File: src/rtl/core/mosl_pkg.sv
// Shared types and constants for the median-of-two-sorted-lists block.
package mosl_pkg;

    localparam int VAL_W = 32;
    localparam int RES_W = 33;

    typedef enum logic [1:0] {
        OP_PUSH_A = 2'd0,
        OP_PUSH_B = 2'd1,
        OP_MEDIAN = 2'd2,
        OP_NONE   = 2'd3
    } opcode_t;

    typedef struct packed {
        logic [1:0]              opcode;
        logic signed [VAL_W-1:0] element_value;
    } cmd_item_t;

    typedef struct packed {
        logic signed [RES_W-1:0] median_doubled;
        logic                    error_flag;
    } rsp_item_t;

    typedef struct packed {
        logic push;
        logic start;
        logic again;
        logic order;
        logic plan;
        logic read;
        logic eval;
        logic finish;
    } dp_cmd_t;

    typedef struct packed {
        logic err;
        logic odd;
        logic base;
        logic second;
    } dp_status_t;

endpackage

File: src/rtl/core/mosl_ctrl.sv
// Controller: command acceptance, selection sequencing and result register handshake.
module mosl_ctrl (
    input  logic                 clk,
    input  logic                 rst_n,
    input  logic                 cmd_valid,
    input  logic [1:0]           cmd_opcode,
    output logic                 cmd_ready,
    output logic                 rsp_valid,
    input  logic                 rsp_ready,
    input  mosl_pkg::dp_status_t status,
    output mosl_pkg::dp_cmd_t    dp_cmd
);
    typedef enum logic [5:0] {
        S_IDLE   = 6'b000001,
        S_ORDER  = 6'b000010,
        S_PLAN   = 6'b000100,
        S_READ   = 6'b001000,
        S_EVAL   = 6'b010000,
        S_FINISH = 6'b100000
    } state_t;

    state_t state_reg, state_next;
    logic   rsp_valid_reg, rsp_valid_next;
    logic   take, out_free;

    assign cmd_ready = (state_reg == S_IDLE);
    assign take      = cmd_valid && cmd_ready;
    assign out_free  = !rsp_valid_reg || rsp_ready;

    always_comb
    begin
        state_next    = state_reg;
        dp_cmd        = '0;
        dp_cmd.push   = take && ((cmd_opcode == mosl_pkg::OP_PUSH_A) ||
                                 (cmd_opcode == mosl_pkg::OP_PUSH_B));
        unique case (state_reg)
            S_IDLE:
            begin
                if (take && (cmd_opcode == mosl_pkg::OP_MEDIAN))
                begin
                    dp_cmd.start = 1'b1;
                    state_next   = status.err ? S_FINISH : S_ORDER;
                end
            end
            S_ORDER:
            begin
                dp_cmd.order = 1'b1;
                state_next   = S_PLAN;
            end
            S_PLAN:
            begin
                dp_cmd.plan = 1'b1;
                state_next  = S_READ;
            end
            S_READ:
            begin
                dp_cmd.read = 1'b1;
                state_next  = S_EVAL;
            end
            S_EVAL:
            begin
                dp_cmd.eval = 1'b1;
                if (!status.base)
                    state_next = S_ORDER;
                else if (status.odd || status.second)
                    state_next = S_FINISH;
                else
                begin
                    dp_cmd.again = 1'b1;
                    state_next   = S_ORDER;
                end
            end
            S_FINISH:
            begin
                if (out_free)
                begin
                    dp_cmd.finish = 1'b1;
                    state_next    = S_IDLE;
                end
            end
            default:
            begin
                state_next = S_IDLE;
            end
        endcase
    end

    always_comb
    begin
        if (dp_cmd.finish)
            rsp_valid_next = 1'b1;
        else if (rsp_ready)
            rsp_valid_next = 1'b0;
        else
            rsp_valid_next = rsp_valid_reg;
    end

    always_ff @(posedge clk or negedge rst_n)
    begin
        if (!rst_n)
        begin
            state_reg     <= S_IDLE;
            rsp_valid_reg <= 1'b0;
        end
        else
        begin
            state_reg     <= state_next;
            rsp_valid_reg <= rsp_valid_next;
        end
    end

    assign rsp_valid = rsp_valid_reg;
endmodule

File: config.mk
export PLATFORM = sky130hd
export DESIGN_NAME = mosl_ctrl
export DESIGN_NICKNAME = d
export VERILOG_FILES = /design/src/rtl/core/mosl_pkg.sv /design/src/rtl/core/mosl_ctrl.sv
export SDC_FILE = /design/constraint.sdc
export NUM_CORES = 1
export LEC_CHECK = 0
export ABC_AREA = 1
export BUFFER_PORTS_ARGS = -buffer_cell sky130_fd_sc_hd__buf_4
export CORE_AREA = 8 8 45 47
export CTS_CLUSTER_DIAMETER = 30
export DETAILED_ROUTE_END_ITERATION = 12
export DIE_AREA = 0 0 53 55
export PLACE_DENSITY_LB_ADDON = 0.08
export SLEW_MARGIN = 20
export SYNTH_ARGS = -nofsm -noshare
export SYNTH_HDL_FRONTEND = slang
export SYNTH_SLANG_ARGS = --single-unit
export TNS_END_PERCENT = 5
File: constraint.sdc
create_clock -name clk -period 1.2 [get_ports clk]
set_input_delay 0.24 -clock clk [delete_from_list [all_inputs] [get_ports clk]]
set_output_delay 0.24 -clock clk [all_outputs]
set_load 0.005 [all_outputs]
[Word-level counts from Yosys, hierarchy flattened]
Cells that the tools add are included.
Cells by class
  reduce and logical (&&, ||, !) cells: 10
  mux-type cells: 19
  eq/ne operators: 10
Operators by type and width (count)
  $pmux W6 S6: 1
  $mux W6: 5
  $mux W1: 13
  $eq A6 B1 Y1 const B: 1
  $eq A6 B2 Y1 const B: 1
  $eq A6 B3 Y1 const B: 1
  $eq A6 B4 Y1 const B: 1
  $eq A6 B5 Y1 const B: 1
  $eq A6 B6 Y1 const B: 1
  $logic_and A1 B1 Y1: 3
  $logic_or A1 B1 Y1: 3
  $eq A2 B1 Y1 const B: 1
  $eq A2 B2 Y1 const B: 1
  $logic_not A2 Y1: 1
  $ne A2 B1 Y1 const B: 1
  $ne A2 B2 Y1 const B: 1
  $reduce_and A2 Y1: 1
  $reduce_bool A2 Y1: 1
  $logic_not A1 Y1: 1
Word-level totals
  bits in registers: 7
  bits of input ports: 10

[Longest topological paths before layout]
  depth after elaboration: 5
  depth in mapped cells: 8

[Worst setup path after synthesis]
OpenSTA, ideal clock, no wires.
  path type: register -> output
  start point: register state_reg[0]
  end point: output dp_cmd[6] (netlist bit)
  buffers on the path: 0
  stages on the path, launching flop included: 5
  path slack: 6 ps
  arrival time: 954 ps
  path through: dfstp_2 inv_1 nor2_2 nand3_2 nor3_1
RTL lines
  from (decl): RTL line mosl_ctrl.sv:22  | state_t state_reg, state_next;
  from (signal assigned): RTL line mosl_ctrl.sv:107  | state_reg <= state_next;
  to (decl): RTL line mosl_ctrl.sv:11  | output mosl_pkg::dp_cmd_t dp_cmd

==> flow_summary.toml <==
[outcome]
status = "finished, violations left"
violations = "setup timing"

[logic_synthesis]
synth-seq-area-share = 0.365
synth_area_um2 = 483
synth_area_leaders = "dfrtp_1 31%, inv_1 16%, nor2_1 12%"
syn_nets = 84
syn_inst = 74
ys_dominant_reg_cell = "dfrtp_1"
synth_cell_types = 15
yosysWarnings = 0
syn_area_per_cell_um2 = 6.53
synth_edf_count = 0
ys_ff_latch = 7
synth_top_cell_area_share = 0.311
synthArstFlopShare = 1.00
yosys.area.top_type = "dfrtp_1"

[clock_tree]
cts_tree = "yes"
clockBufferDepth = 2
cts_made_buffers = 3
clkTransAtPathRegs_ns = 0.05
cts-root-buf = "clkbuf_4"
cts.sink_count = 7
htreeDepth = 1
clkLatencyLatePin_ns = 0.25

[detailed_routing]
drt_iter0_drc = 19
route.detailed.drc = 0
wire_per_inst_um = 10.6
num_vias = 531
avgViaCountPerCell = 4.35
wirelength_um = 1300
drt.antenna.violating_nets = 0
firstDrtPassIters = 4

[pwr]
power.leakage_nw = 0.491
vdd_drop_max_v = 0.000945
powerDensity_nw_per_um2 = 1910

[grt]
grt_max_degree = 8
overflow = 0
grt_pass1_wl_um = 2130
grt_antenna_before_repair = 0
grt_util_all_layers = 0.0977
grt_pass1_vias = 546

[cells_and_area]
drive_gt1_frac = 0.434
fin_area_um2 = 793
nNetsFinal = 117
nFillCells = 137
syn2layout_area_growth_pct = 64.2
largest_reg_flops = 6
num_antenna_cells = 0

[flow_run]
drv_cap = 0

[timing]
finalMaxSlewViolations = 0
rsz0062_at_grt = "true"
relSlewSlack = 0.809
skew_ns = 0.00497
fmaxAchievable_mhz = 638
tns_ns = -3.60
hold_viol_final = 0
period_minus_slack_ns = 1.57
setup_slack_ns = -0.367
min_period_over_period = 1.31
finalSetupViolCount = 12
tightest_slew_ns = 0.286

[place]
hpwl_um = 990
placed_cell_area_um2 = 683
portBuffers = 19
gp_congestion = 0.755

[floorplan]
fp.dieH_um = 55
rows = 14
die_x_um = 53
core_area_um2 = 1380
die-area_um2 = 2920
ioPinCount = 20
initial_utilization = 0.349

[critical_path]
path_max_fanout = 4
max_stage_delay_ns = 0.36
start_kind = "flip-flop"
cp_cell_sequence = "buf_4 > nor2_4 > nand2_2 > inv_2 > nand2_2 > nor4_2 > buf_4"
worstPathRequired_ns = 0.96
crit_path_top_delay_cell = "dfstp_2"
end_kind = "output pin"
criticalPathCategory = "reg2out"
cp_data_arrival_time_ns = 1.33

[hold_path]
hold_class = "in2reg"
## metal layers
metal	track usage	share of wire
met2	0.178	0.59
met4	0.0517	0.010
met1	0.100	0.37
met5	0	0
met3	0.0267	0.028
## final cells by class
type | count | area, um^2 | area share
inverter | 22 | 82.6 | 0.104
sequential | 7 | 176 | 0.222
tap | 16 | 20.0 | 0.0252
timing repair buffer | 29 | 231 | 0.292
multi-input combinational | 44 | 256 | 0.323
clock buffer | 4 | 26.3 | 0.0331
## critical path: cells and delay by family, from the launching register on
kind | cells | cell delay (ns)
buf+inv | 3 | 0.33
flops | 1 | 0.36
simple gates | 4 | 0.38
## timing repair
item | in CTS | in global routing
buffers inserted | 3 | 0
endpoints found under the hold margin | 7 | 0
resized for setup | 7 | 3
pin swaps | 1 | 1
setup endpoints to repair | 12 | 12
gates cloned | 0 | 0
hold buffers | 1 | 0
## metrics by stage
step                      hold slack [ns]  power, mW   util  instances  setup slack [ns]
after CTS                           0.232       1.47  0.562        122            -0.381
after global routing                0.288       1.67  0.573        122            -0.471
after floorplan                   -0.0556      0.786      -         74           0.00633
after global placement             0.0570       1.06  0.494        114            -0.120
after detailed placement           0.0578       1.06  0.494        114            -0.158
final                               0.254       1.51  0.573        122            -0.367
## synthesized netlist by cell type, types with 2 or more instances
cell type / n
inv_1: 20
nor2_1: 16
nand2_1: 11
dfrtp_1: 6
nand3_1: 5
nor2_2: 4
inv_2: 2
nand2_2: 2
nor3_1: 2
## report_power, final
| part | switching, mW | total [mW] | internal, mW |
|---|---|---|---|
| clock | 0.0900 | 0.217 | 0.127 |
| sequential | 0.0503 | 0.365 | 0.314 |
| combinational | 0.468 | 0.931 | 0.463 |
## cells in the final DEF, fill, tap and decap left out
cell,n
inv_2,2
nand3_4,1
a21oi_4,1
dlygate4sd3_1,1
nor2_2,1
nor4_2,1
buf_4,25
nor2_1,16
inv_1,20
nor2_4,4
nand2_1,11
dfrtp_1,6
clkbuf_1,1
nand2_2,2
buf_6,3
nand3_1,5
dfstp_2,1
nor3_2,2
clkbuf_4,3
## cell families (layout without fill, tap and decap cells)
kind of cell	Yosys count	count (layout)	synth area share
AOI/OAI and AO/OA	1	1	0.0181
buffers and inverters	23	55	0.187
DFF	7	7	0.365
and+or+nand+nor	43	43	0.430
## final timing paths
| kind | slack [ns] | cells after the start | end | start |
|---|---|---|---|---|
| worst max-delay path | -0.37 | 7 | dp_cmd[5] | state_reg[0]$_DFFE_PN1P_ |
| worst min-delay path | 0.25 | 4 | rsp_valid$_DFFE_PN0P_ | rsp_ready |
| worst max register to register | -0.27 | 9 | state_reg[1]$_DFFE_PN0P_ | state_reg[0]$_DFFE_PN1P_ |
| worst min register to register | 0.61 | 4 | rsp_valid$_DFFE_PN0P_ | rsp_valid$_DFFE_PN0P_ |
| max in group asynchronous | 0.66 | 2 | state_reg[0]$_DFFE_PN1P_ | rst_n |
| min in group asynchronous | 0.33 | 2 | state_reg[3]$_DFFE_PN0P_ | rst_n |
No activity file was read; power rests on OpenSTA's default activity.
